## src/rtl/deq_pkg.sv

```systemverilog
// ----------------------------------------------------------------------------
// deq_pkg: shared types and constants of the double-ended queue
// Sizes, operation and status codes, controller/datapath bundles, ring math.
// ----------------------------------------------------------------------------
package deq_pkg;

	localparam int DEPTH    = 32;
	localparam int IDX_W    = $clog2(DEPTH);
	localparam int CNT_W    = $clog2(DEPTH + 1);
	localparam int DATA_W   = 32;
	localparam int OP_W     = 3;
	localparam int STATUS_W = 3;

	typedef logic [OP_W-1:0]            op_t;
	typedef logic [STATUS_W-1:0]        status_t;
	typedef logic signed [DATA_W-1:0]   data_t;
	typedef logic [IDX_W-1:0]           idx_t;
	typedef logic [CNT_W-1:0]           cnt_t;

	localparam op_t OP_PUSH_FRONT = 3'd0;
	localparam op_t OP_PUSH_REAR  = 3'd1;
	localparam op_t OP_POP_FRONT  = 3'd2;
	localparam op_t OP_POP_REAR   = 3'd3;
	localparam op_t OP_DUMP       = 3'd4;

	localparam status_t RES_OK    = 3'd0;
	localparam status_t RES_ELEM  = 3'd1;
	localparam status_t RES_EMPTY = 3'd2;
	localparam status_t RES_UNDER = 3'd3;
	localparam status_t RES_OVER  = 3'd4;
	localparam status_t RES_STOP  = 3'd5;

	// Commands from the controller to the datapath.
	typedef struct packed {
		logic    load;
		status_t status;
		logic    last;
		logic    push_front;
		logic    push_rear;
		logic    pop_front;
		logic    pop_rear;
		logic    set_stop;
		logic    rd_first;
		logic    rd_next;
	} dp_cmd_t;

	// Status from the datapath to the controller.
	typedef struct packed {
		logic slot_free;
		logic stopped;
		logic empty;
		logic full;
		logic one_elem;
		logic idx_last;
	} dp_sts_t;

	// Modular add of two ring indexes, both below DEPTH.
	function automatic idx_t ring_add(idx_t a, idx_t b);
		logic [IDX_W:0] sum;
		sum = {1'b0, a} + {1'b0, b};
		if (sum >= (IDX_W+1)'(DEPTH)) begin
			sum = sum - (IDX_W+1)'(DEPTH);
		end
		return sum[IDX_W-1:0];
	endfunction

endpackage

```

## src/rtl/deq_if.sv

```systemverilog
// ----------------------------------------------------------------------------
// deq_if: request and response channels of the double-ended queue
// Valid/ready channels; a beat moves when valid and ready are both high.
// ----------------------------------------------------------------------------
interface deq_req_if import deq_pkg::*; ();
	logic  valid;
	logic  ready;
	op_t   operation;
	data_t value;

	modport source (output valid, output operation, output value, input ready);
	modport sink   (input valid, input operation, input value, output ready);
endinterface

interface deq_rsp_if import deq_pkg::*; ();
	logic    valid;
	logic    ready;
	status_t status;
	data_t   element;
	logic    last;

	modport source (output valid, output status, output element, output last, input ready);
	modport sink   (input valid, input status, input element, input last, output ready);
endinterface

```

## src/rtl/deq_dpath.sv

```systemverilog
// ----------------------------------------------------------------------------
// deq_dpath: storage and result register of the double-ended queue
// Ring store, head index, count, stopped flag, dump index and output beat.
// ----------------------------------------------------------------------------
module deq_dpath import deq_pkg::*; (
	input  logic    clk,
	input  logic    arst_n,
	input  dp_cmd_t cmd,
	output dp_sts_t sts,
	input  data_t   value,
	input  logic    out_ready,
	output logic    out_valid,
	output status_t out_status,
	output data_t   out_element,
	output logic    out_last
);

	data_t   mem [DEPTH];
	idx_t    head_q;
	cnt_t    count_q;
	logic    stopped_q;
	idx_t    idx_q;
	logic    valid_q;
	status_t status_q;
	logic    last_q;
	data_t   rd_data_q;

	idx_t head_dec;
	idx_t wr_addr;
	idx_t rd_addr;
	logic wr_en;
	logic rd_en;

	assign head_dec = (head_q == '0) ? idx_t'(DEPTH - 1) : head_q - idx_t'(1);
	assign wr_en    = cmd.push_front || cmd.push_rear;
	assign wr_addr  = cmd.push_front ? head_dec : ring_add(head_q, count_q[IDX_W-1:0]);
	assign rd_en    = cmd.rd_first || cmd.rd_next;
	assign rd_addr  = ring_add(head_q, cmd.rd_first ? idx_t'(0) : idx_q);

	always_ff @(posedge clk) begin
		if (wr_en) begin
			mem[wr_addr] <= value;
		end
		if (rd_en) begin
			rd_data_q <= mem[rd_addr];
		end
	end

	always_ff @(posedge clk or negedge arst_n) begin
		if (!arst_n) begin
			head_q    <= '0;
			count_q   <= '0;
			stopped_q <= 1'b0;
			idx_q     <= '0;
			valid_q   <= 1'b0;
		end else begin
			if (cmd.push_front) begin
				head_q <= head_dec;
			end else if (cmd.pop_front) begin
				head_q <= ring_add(head_q, idx_t'(1));
			end
			if (wr_en) begin
				count_q <= count_q + cnt_t'(1);
			end else if (cmd.pop_front || cmd.pop_rear) begin
				count_q <= count_q - cnt_t'(1);
			end
			if (cmd.set_stop) begin
				stopped_q <= 1'b1;
			end
			if (cmd.rd_first) begin
				idx_q <= idx_t'(1);
			end else if (cmd.rd_next) begin
				idx_q <= idx_q + idx_t'(1);
			end
			if (cmd.load) begin
				valid_q <= 1'b1;
			end else if (out_ready) begin
				valid_q <= 1'b0;
			end
		end
	end

	always_ff @(posedge clk) begin
		if (cmd.load) begin
			status_q <= cmd.status;
			last_q   <= cmd.last;
		end
	end

	assign sts.slot_free = !valid_q || out_ready;
	assign sts.stopped   = stopped_q;
	assign sts.empty     = (count_q == '0);
	assign sts.full      = (count_q == cnt_t'(DEPTH));
	assign sts.one_elem  = (count_q == cnt_t'(1));
	assign sts.idx_last  = ((cnt_t'(idx_q) + cnt_t'(1)) == count_q);

	assign out_valid   = valid_q;
	assign out_status  = status_q;
	assign out_last    = last_q;
	assign out_element = (status_q == RES_ELEM) ? rd_data_q : '0;

	a_count_bound: assert property (@(posedge clk) disable iff (!arst_n)
		count_q <= cnt_t'(DEPTH))
		else $error("element count exceeds the ring depth");

	a_stop_sticky: assert property (@(posedge clk) disable iff (!arst_n)
		stopped_q |=> stopped_q)
		else $error("stopped flag cleared without reset");

	a_load_free: assert property (@(posedge clk) disable iff (!arst_n)
		cmd.load |-> sts.slot_free)
		else $error("result loaded over a beat still waiting");

	a_push_room: assert property (@(posedge clk) disable iff (!arst_n)
		(cmd.push_front || cmd.push_rear) |-> (!sts.full && !stopped_q))
		else $error("push issued on a full or stopped queue");

endmodule

```

## src/rtl/deq_ctrl.sv

```systemverilog
// ----------------------------------------------------------------------------
// deq_ctrl: controller of the double-ended queue
// Decodes each request and sequences the dump walk over stored entries.
// ----------------------------------------------------------------------------
module deq_ctrl import deq_pkg::*; (
	input  logic    clk,
	input  logic    arst_n,
	input  logic    in_valid,
	input  op_t     operation,
	output logic    in_ready,
	input  dp_sts_t sts,
	output dp_cmd_t cmd
);

	localparam logic S_IDLE = 1'b0;
	localparam logic S_DUMP = 1'b1;

	logic state_q;
	logic state_d;

	always_comb begin
		cmd      = '0;
		in_ready = 1'b0;
		state_d  = state_q;
		unique case (state_q)
			S_IDLE: begin
				in_ready = sts.slot_free;
				if (in_valid && sts.slot_free) begin
					cmd.load = 1'b1;
					cmd.last = 1'b1;
					if (sts.stopped) begin
						cmd.status = RES_STOP;
					end else begin
						unique case (operation) inside
							OP_PUSH_FRONT, OP_PUSH_REAR: begin
								if (sts.full) begin
									cmd.status = RES_OVER;
								end else begin
									cmd.status     = RES_OK;
									cmd.push_front = (operation == OP_PUSH_FRONT);
									cmd.push_rear  = (operation == OP_PUSH_REAR);
								end
							end
							OP_POP_FRONT, OP_POP_REAR: begin
								if (sts.empty) begin
									cmd.status   = RES_UNDER;
									cmd.set_stop = 1'b1;
								end else begin
									cmd.status    = RES_OK;
									cmd.pop_front = (operation == OP_POP_FRONT);
									cmd.pop_rear  = (operation == OP_POP_REAR);
								end
							end
							default: begin
								// Dump, and the unused codes that behave as one.
								if (sts.empty) begin
									cmd.status = RES_EMPTY;
								end else begin
									cmd.status   = RES_ELEM;
									cmd.rd_first = 1'b1;
									cmd.last     = sts.one_elem;
									if (!sts.one_elem) begin
										state_d = S_DUMP;
									end
								end
							end
						endcase
					end
				end
			end
			S_DUMP: begin
				if (sts.slot_free) begin
					cmd.load    = 1'b1;
					cmd.status  = RES_ELEM;
					cmd.rd_next = 1'b1;
					cmd.last    = sts.idx_last;
					if (sts.idx_last) begin
						state_d = S_IDLE;
					end
				end
			end
			default: begin
				state_d = S_IDLE;
			end
		endcase
	end

	always_ff @(posedge clk or negedge arst_n) begin
		if (!arst_n) begin
			state_q <= S_IDLE;
		end else begin
			state_q <= state_d;
		end
	end

	a_no_accept_in_dump: assert property (@(posedge clk) disable iff (!arst_n)
		(state_q == S_DUMP) |-> !in_ready)
		else $error("request taken during a dump walk");

	a_dump_reads: assert property (@(posedge clk) disable iff (!arst_n)
		((state_q == S_DUMP) && sts.slot_free) |-> (cmd.load && cmd.rd_next))
		else $error("dump walk stalled with a free output slot");

	a_dump_exit: assert property (@(posedge clk) disable iff (!arst_n)
		(cmd.rd_next && cmd.last) |=> (state_q == S_IDLE))
		else $error("dump walk did not end after its last beat");

endmodule

```

## src/rtl/double_ended_queue.sv

```systemverilog
// ----------------------------------------------------------------------------
// double_ended_queue: deque of signed 32-bit values in a ring store
// Latency: a request's first response beat is valid the cycle after it is taken.
// Beats: push, pop and stopped requests give one beat each; a dump of N
// entries gives N beats, one ring store read per cycle unless rsp stalls.
// Reset: arst_n clears head, count, stopped flag and the controller at once;
// the ring store holds no reset and each entry is read only after a write.
// ----------------------------------------------------------------------------
module double_ended_queue import deq_pkg::*; (
	input  logic     clk,
	input  logic     arst_n,
	deq_req_if.sink  req,
	deq_rsp_if.source rsp
);

	// The controller decodes each request beat and drives the datapath with a
	// command bundle. The datapath owns the ring store, the head index, the
	// element count, the sticky stopped flag and the single response register.
	dp_cmd_t cmd;
	dp_sts_t sts;
	logic    req_ready;

	// A new request is taken only while the response register is empty or is
	// being drained in the same cycle, and never during a dump walk.
	deq_ctrl u_ctrl (
		.clk       (clk),
		.arst_n    (arst_n),
		.in_valid  (req.valid),
		.operation (req.operation),
		.in_ready  (req_ready),
		.sts       (sts),
		.cmd       (cmd)
	);

	// During a dump the datapath reads one entry per cycle, front to rear, unless
	// rsp stalls, into the response register; the last read carries the last mark.
	deq_dpath u_dpath (
		.clk         (clk),
		.arst_n      (arst_n),
		.cmd         (cmd),
		.sts         (sts),
		.value       (req.value),
		.out_ready   (rsp.ready),
		.out_valid   (rsp.valid),
		.out_status  (rsp.status),
		.out_element (rsp.element),
		.out_last    (rsp.last)
	);

	assign req.ready = req_ready;

endmodule

```

## src/flat_wrapper.sv

```systemverilog
// flat-port wrapper written by rule: the top's interface ports become plain ports
module double_ended_queue_flat import deq_pkg::*;
  (clk, arst_n, req_valid, req_operation, req_value, req_ready, rsp_valid, rsp_status, rsp_element, rsp_last, rsp_ready);
  deq_req_if req_i ();
  deq_rsp_if rsp_i ();
  input  logic clk;
  input  logic arst_n;
  input wire logic [$bits(req_i.valid)-1:0] req_valid;
  input wire logic [$bits(req_i.operation)-1:0] req_operation;
  input wire logic [$bits(req_i.value)-1:0] req_value;
  output wire logic [$bits(req_i.ready)-1:0] req_ready;
  output wire logic [$bits(rsp_i.valid)-1:0] rsp_valid;
  output wire logic [$bits(rsp_i.status)-1:0] rsp_status;
  output wire logic [$bits(rsp_i.element)-1:0] rsp_element;
  output wire logic [$bits(rsp_i.last)-1:0] rsp_last;
  input wire logic [$bits(rsp_i.ready)-1:0] rsp_ready;
  assign req_i.valid = req_valid;
  assign req_i.operation = req_operation;
  assign req_i.value = req_value;
  assign req_ready = req_i.ready;
  assign rsp_valid = rsp_i.valid;
  assign rsp_status = rsp_i.status;
  assign rsp_element = rsp_i.element;
  assign rsp_last = rsp_i.last;
  assign rsp_i.ready = rsp_ready;
  double_ended_queue u_core (.clk(clk), .arst_n(arst_n), .req(req_i), .rsp(rsp_i));
endmodule
```

## config.mk

```make
export PLATFORM = sky130hd
export DESIGN_NAME = double_ended_queue_flat
export DESIGN_NICKNAME = d
export VERILOG_FILES = /design/src/rtl/deq_pkg.sv /design/src/rtl/deq_if.sv /design/src/rtl/deq_dpath.sv /design/src/rtl/deq_ctrl.sv /design/src/rtl/double_ended_queue.sv /design/src/flat_wrapper.sv
export SDC_FILE = /design/constraint.sdc
export NUM_CORES = 1
export LEC_CHECK = 0
export ABC_AREA = 1
export BUFFER_PORTS_ARGS = -buffer_cell sky130_fd_sc_hd__buf_2
export CAP_MARGIN = 20
export CORE_ASPECT_RATIO = 2
export CORE_MARGIN = 1.5
export CORE_UTILIZATION = 35
export DETAILED_ROUTE_END_ITERATION = 6
export MAX_ROUTING_LAYER = met4
export SYNTH_ARGS = -nofsm -noshare
export SYNTH_HDL_FRONTEND = slang
export SYNTH_HIERARCHICAL = 1
export SYNTH_SLANG_ARGS = --single-unit
export TNS_END_PERCENT = 100
```

## constraint.sdc

```tcl
create_clock -name clk -period 9 [get_ports clk]
set_input_delay 1.8 -clock clk [delete_from_list [all_inputs] [get_ports clk]]
set_output_delay 1.8 -clock clk [all_outputs]
set_load 0.01 [all_outputs]
```

Word-level counts from Yosys, hierarchy flattened:

Memories as Yosys holds them, arrays and structs flattened. A register that Yosys moved wholly into a read port is not among the register bits.
Index checks and enable logic that the tools add are counted.

* register bits: 23
* RAM bits: 1024
* output and inout port bits: 38
* logic and storage cells: 94
* memories kept: 1

* $add $sub $neg: 11
* order comparisons: 3
* equal/unequal tests: 7
* muxes and demuxes: 47
* bitwise logic cells: 1
* reduce and logical (&&, ||, !) cells: 16

Memory list
* u_core.u_dpath.mem: words 32, width 32, read ports 1, clocked after Yosys merged registers in 1, wr ports 1, line deq_dpath.sv:18 `data_t mem [DEPTH];`

Operators with widths (number)
* 2-to-1 mux 5 bit: 11
* 2-to-1 mux 32 bit: 1
* subtractor 5 x 1 -> 5 bit, second input constant: 4
* 2-to-1 mux 1 bit: 19
* >= comparator 6 bit, second input constant: 3
* 2-to-1 mux 6 bit: 3
* adder 5 x 1 -> 6 bit, second input constant: 2
* adder 5 x 5 -> 6 bit: 2
* 2-to-1 mux 11 bit: 1
* 2-to-1 mux 2 bit: 5
* one-hot mux 5 bit (2 select lines): 1
* 2-to-1 mux 3 bit: 3
* nonzero test 2 bit: 4
* 2-to-1 mux 7 bit: 1
* adder 6 x 1 -> 6 bit, second input constant: 1
* == test 3 x 1 -> 1 bit, second input constant: 2
* == test 3 x 2 -> 1 bit, second input constant: 2
* == test 6 x 1 -> 1 bit, second input constant: 1
* == test 6 bit: 1
* == test 6 bit, second input constant: 1
* zero test 6 bit: 1
* one-hot mux 3 bit (2 select lines): 1
* subtractor 6 x 1 -> 6 bit, second input constant: 1
* adder 5 x 1 -> 5 bit, second input constant: 1
* other kinds (9): 13

Logic depth before layout (Yosys ltp):

Gate-level depths: netlist of the first run.

* depth in word-level cells: 10
* depth in mapped cells: 22

Cells and area by module:

The synthesis of the first run kept the hierarchy.

By module, submodules not included
* deq_dpath: times used 1, cells an instance 3995, area each 45055.7 µm²
* deq_ctrl: times used 1, cells an instance 44, area each 237.7 µm²

Worst setup path before layout of the first run:

No wires, ideal clock.

* path kind: input-to-reg
* start: in rsp_ready
* end: mem u_core/u_dpath/mem[24][0] in the netlist's numbering (enable)
* arrival time: 4562 ps
* data required time: 8579 ps
* slack: 4017 ps
* stages on the path: 14
* buffers on the path: 1
* cell sequence: inv_1 nand2_1 nand2_2 nor2_4 nand2_4 nor3_2 buf_2 inv_1 nand2_1 o21a_1 inv_1 nor2_1 nand2_1 nor2_1

RTL lines
* start: declaration: line flat_wrapper.sv:16 `input wire logic [$bits(rsp_i.ready)-1:0] rsp_ready;`
* end: declaration: line deq_dpath.sv:18

==> results.json, run 1 <==
{
  "cts.sinks": 1079,
  "die_w_microns": 257,
  "root_buffer": "clkbuf_16",
  "drv_cap": 0,
  "cts_setup_buffers": 0,
  "synth.distinct_cells": 36,
  "wire_per_inst_microns": 22.5,
  "tightest_slew_ps": 1080,
  "syn_nets": 4095,
  "track_usage_pct": 20.3,
  "worstSetupPathType": "in -> reg",
  "synth_seq_cells": 1079,
  "synth-edff-count": 1060,
  "slew_viol_final": 0,
  "die_h_microns": 512,
  "rsz0062_at_grt": "false",
  "hold_path_class": "reg -> reg",
  "gp_congestion": 0.777,
  "final.setup.tns_ps": 0,
  "synth_common_cells": "1163 x nand2_1, 1060 x edfxtp_1, 476 x nor2_1, 374 x nand3_1, 273 x inv_1",
  "grt_pass1_vias": 28800,
  "rows": 186,
  "period_share_pct": 63.2,
  "fmax_ghz": 0.176,
  "finalSetupViolCount": 0,
  "areaGrowthSynthToFinish_pct": 11.2,
  "routed_wl_microns": 131000,
  "insertion_delay_ps": 700,
  "syn_inst": 4039,
  "highest_layer": "met4",
  "yosysTopAreaCell": "edfxtp_1",
  "hpwl_microns": 70600,
  "cts_max_path_buffers": 3,
  "overflow": 0,
  "core_region_area_sq_um": 128000,
  "cts.clk_slew.worst_paths_ps": 70,
  "yosysWarnings": 6,
  "num_vias": 29800,
  "drt-pass1-iter-count": 6,
  "synth_area_leaders": "edfxtp_1 70%, nand2_1 9.6%, nand3_1 4.1%",
  "critPathCaptureType": "flip-flop",
  "crit_arrival_ps": 6130,
  "cts_hold_buf": 0,
  "cp.required_ps": 9440,
  "met3WireLength_microns": 7200,
  "maxSlewHeadroom_pct": 27.8,
  "start_util_pct": 35.3,
  "fin_crit_ps": 5690,
  "grt_pass1_wl_microns": 191000,
  "async_flop_share_pct": 1.76,
  "final_layout_size_suffix_gt1_share_pct": 8.08,
  "synth.avg_cell_area_sq_um": 11.2,
  "drtIter0Drc": 2629,
  "viasPerCell": 5.12,
  "drt-met1-wl_microns": 49100,
  "htree_levels": 3,
  "startpoint_type": "input pin",
  "cts_tree": "done",
  "nets": 4095,
  "ctsResizeCount": 0,
  "pin_count": 77,
  "synth_top_cell_area_share_pct": 70.3,
  "numCtsBuffers": 89,
  "yosysSeqAreaShare_pct": 71.3,
  "wl_met2_microns": 69000,
  "finClkSkew_ps": 36.2,
  "synth_most_common_cell": "nand2_1",
  "status": "finished clean",
  "antenna_found_initial": 14,
  "worstPathMaxFanout": 98,
  "grt_max_degree": 175,
  "ant_nets": 0,
  "netlist_area_sq_um": 45300,
  "hold_viol_final": 0,
  "portBuffers": 76,
  "drc": 0,
  "dieArea_sq_um": 132000,
  "synth_flop_cell": "edfxtp_1"
}
==> worst paths after layout <==
kind | slack [ps] | start | to | cells past startpoint
min in group asynchronous | 1060 | arst_n | u_core/u_dpath/count_q[2]$_DFFE_PN0P_ | 1
max in group asynchronous | 7600 | arst_n | u_core/u_dpath/out_valid$_DFFE_PN0P_ | 1
worst min-delay path | 470 | u_core/u_dpath/stopped_q$_DFFE_PN0P_ | u_core/u_dpath/stopped_q$_DFFE_PN0P_ | 1
worst max-delay path | 3310 | rsp_ready | u_core/u_dpath/rd_data_q[23]$_DFFE_PP_ | 19
worst max register to register | 3600 | u_core/u_dpath/count_q[1]$_DFFE_PN0P_ | u_core/u_dpath/rd_data_q[23]$_DFFE_PP_ | 19
worst min register to register | 470 | u_core/u_dpath/stopped_q$_DFFE_PN0P_ | u_core/u_dpath/stopped_q$_DFFE_PN0P_ | 1
==> worst max-delay path: stages <==
cell	delay (ps)
buf_2	100
inv_1	40
nand2_1	120
nand2_2	130
nor2_4	50
nand2_4	110
nor2_1	120
nor2_1	240
ha_4	170
inv_1	50
fa_4	1360
clkinv_8	580
buf_4	490
o211ai_1	150
nand3_1	110
nand2_1	100
nand2_1	50
nand3_1	120
nand2_1	60
==> routing by layer <==
layer	GRT usage [%]	up-vias
li1	-	13700
met3	2.43	281
met5	-	-
met1	22.9	14800
met2	36.0	985
met4	8.54	0
==> cells in the final DEF (no fill, tap or decap), drive strengths merged, types with 4 or more instances in the layout <==
cell	instances
inv	279
xor2	13
nor2	477
or2	4
dfrtp	19
nand3	384
edfxtp	1060
buf	133
o22ai	4
nand2	1166
ha	15
clkinv	43
clkinvlp	5
diode	7
clkbuf	106
o211ai	98
o21ai	234
a21oi	41
nor3	9
bufinv	5
==> state kept, by name, summed over array words and instances (netlist names) <==
signal	count
u_core/u_dpath/out_last	1
u_core/u_dpath/out_status	3
u_core/u_dpath/rd_data_q	32
u_core/u_dpath/count_q	6
u_core/u_dpath/idx_q	5
u_core/u_ctrl/state_q	1
u_core/u_dpath/head_q	5
u_core/u_dpath/out_valid	1
u_core/u_dpath/stopped_q	1
u_core/u_dpath/mem	1024
==> per-stage QoR <==
| step | cells | area [sq um] | setup WS (ps) | hold slack [ps] | util [%] |
|---|---|---|---|---|---|
| after floorplan | 4039 | 45300 | 4020 | 441 | - |
| after global placement | 5639 | 47500 | 2620 | 456 | 37.0 |
| after detailed placement | 5640 | 47500 | 2600 | 455 | 37.0 |
| after CTS | 5801 | 50300 | 3300 | 473 | 39.2 |
| after global routing | 5806 | 50400 | 2920 | 484 | 39.2 |
| final | 5808 | 50400 | 3310 | 467 | 39.2 |
==> logic make-up after synthesis <==
family | Yosys count | synth area share [%]
AOI/OAI and AO/OA | 383 | 4.81
and+or+nand+nor | 2043 | 18.3
xor gates and xnor gates | 16 | 0.392
adders and majority gates | 17 | 0.503
DFF | 1079 | 71.3
buffers and inverters | 501 | 4.70
==> area by class of cell <==
type	count	area, sq um
multi-input combinational	2459	11100
timing repair buffer	133	908
antenna	7	17.5
clock buffer	106	2390
clock inverter	55	415
inverter	277	1060
sequential	1079	32300
fill	12200	78100
tap	1692	2120
Power of run 1 is left out: the tool's default activity adds up to more than one toggle a clock period on the data nets, which glitch-free logic cannot reach.
==> inputs of run 2 (changes only) <==
==> constraint.sdc (replaced) <==
create_clock -name clk -period 4.7 [get_ports clk]
set_input_delay 0.94 -clock clk [delete_from_list [all_inputs] [get_ports clk]]
set_output_delay 0.94 -clock clk [all_outputs]
set_load 0.01 [all_outputs]
==> run 2 against run 1 <==
Net effect:
- sequential cell count is the same
- die area did not move
- via count rose by 0.99%
- register-to-register slack worse by 3100 ps
- sequential share of layout area decreased by 1.5 points
- highest routed layer unchanged
==> results.json, run 2 (synthesis gave the netlist of run 1 again) <==
{
  "cts_max_path_buffers": 3,
  "overflow": 0,
  "dieArea_sq_um": 132000,
  "root_buffer": "clkbuf_16",
  "die_h_microns": 512,
  "numCtsBuffers": 91,
  "rsz0062_at_grt": "false",
  "final_common_cell": "nand2_1",
  "wire_per_inst_microns": 22.6,
  "antenna_found_initial": 12,
  "insertion_delay_ps": 700,
  "drv_cap": 0,
  "grt_max_degree": 174,
  "fmax_ghz": 0.240,
  "status": "finished clean",
  "cts_setup_buffers": 0,
  "drc": 0,
  "cp_cell_sequence": "inv_1, ha_1, nand2_1, nor3_1, inv_1, nand2_1, nor2_1, nor2_1, ha_4, inv_1, fa_4, clkinv_8, buf_4, nor2_1, o21ai_0, nand3_1, nand2_1, nand2_1, nand3_2, nand2_1",
  "cpPeakStageDelay_ps": 930,
  "cts_hold_buf": 0,
  "cts.sinks": 1079,
  "areaGrowthSynthToFinish_pct": 13.9,
  "slew_viol_final": 0,
  "hold_viol_final": 0,
  "crit_arrival_ps": 4710,
  "cts.clk_slew.worst_paths_ps": 70,
  "portBuffers": 76,
  "ant_nets": 0,
  "cts_tree": "done",
  "grt_pass1_vias": 29400,
  "largest_reg_flops": 1024,
  "fin_crit_ps": 4170,
  "viasPerCell": 5.10,
  "finalSetupViolCount": 0,
  "worstRegToRegCells": 20,
  "routed_wl_microns": 133000,
  "nets": 4172,
  "start_util_pct": 35.3,
  "finClkSkew_ps": 26.3,
  "core_region_area_sq_um": 128000,
  "critPathCaptureType": "flip-flop",
  "num_vias": 30000,
  "layout_common_cells": "1160 x nand2_1, 1060 x edfxtp_1, 444 x nor2_1, 374 x nand3_1, 272 x inv_1",
  "final_layout_size_suffix_gt1_share_pct": 9.85,
  "reg2reg_to": "u_core/u_dpath/rd_data_q[9]$_DFFE_PP_",
  "critical_path.startpoint": "u_core/u_dpath/count_q[1]$_DFFE_PN0P_",
  "worstSetupPathType": "reg -> reg",
  "crit_path_top_delay_cell": "fa_4",
  "path_buf_inv": 5,
  "gp_congestion": 0.799,
  "hpwl_microns": 75700,
  "cp.required_ps": 5240,
  "tightest_slew_ps": 1030,
  "reg_top3": "u_core/u_dpath/mem (1024), u_core/u_dpath/rd_data_q (32), u_core/u_dpath/count_q (6)",
  "worstPathMaxFanout": 41,
  "htree_levels": 3,
  "rows": 186,
  "reg2reg_slack_ps": 530,
  "final.setup.tns_ps": 0,
  "track_usage_pct": 20.7,
  "maxSlewHeadroom_pct": 31.2,
  "die_w_microns": 257,
  "top_register": "u_core/u_dpath/mem",
  "crit_top_cell": "nand2_1",
  "grt_pass1_wl_microns": 195000,
  "rr_startpoint": "u_core/u_dpath/count_q[1]$_DFFE_PN0P_",
  "drt-pass1-iter-count": 6,
  "crit_family": "simple AND/OR/NAND/NOR gates",
  "hold_path_class": "in -> async",
  "period_share_pct": 88.7,
  "ctsResizeCount": 0,
  "startpoint_type": "flip-flop",
  "drtIter0Drc": 2692,
  "pin_count": 77
}
==> run 2: layer usage <==
metal | global-route usage (%) | vias to the layer above | part of all wire (%)
met5 | - | - | 0
met4 | 8.43 | 0 | 4.0
met3 | 2.25 | 288 | 5.0
met2 | 36.9 | 1025 | 53
met1 | 23.4 | 14900 | 38
li1 | - | 13900 | -
==> run 2: final cells by class <==
| cell class | count | area (sq um) |
|---|---|---|
| diodes | 5 | 12.5 |
| clock buffers | 100 | 2330 |
| clock inverters | 69 | 627 |
| fillers | 12100 | 76900 |
| inverters | 277 | 1060 |
| multi-input cells | 2459 | 11100 |
| flip-flops and latches | 1079 | 32300 |
| well taps | 1692 | 2120 |
| repair buffers | 208 | 1970 |
==> run 2: per-stage QoR <==
stage / setup WS [ps] / hold slack (ps) / std cells / area, sq um / util, %
floorplan: 577 / 441 / 4039 / 45300 / -
global placement: 330 / 458 / 5715 / 48600 / 37.8
detailed placement: 240 / 456 / 5715 / 48600 / 37.8
CTS: 513 / 155 / 5884 / 51600 / 40.1
global route: 179 / 217 / 5889 / 51600 / 40.2
finish: 530 / 206 / 5889 / 51600 / 40.2
==> run 2: worst max path at each step <==
stage	to	cells past startpoint
6_report	u_core/u_dpath/rd_data_q[9]$_DFFE_PP_	20
4_1_cts	u_core/u_dpath/rd_data_q[31]$_DFFE_PP_	19
5_1_grt	u_core/u_dpath/rd_data_q[2]$_DFFE_PP_	20
2_1_floorplan	u_core/u_dpath/mem[24][0]$_DFFE_PP_	14
3_5_place_dp	u_core/u_dpath/rd_data_q[29]$_DFFE_PP_	19
3_3_place_gp	u_core/u_dpath/rd_data_q[25]$_DFFE_PP_	19
Power of run 2 is left out for the same reason.
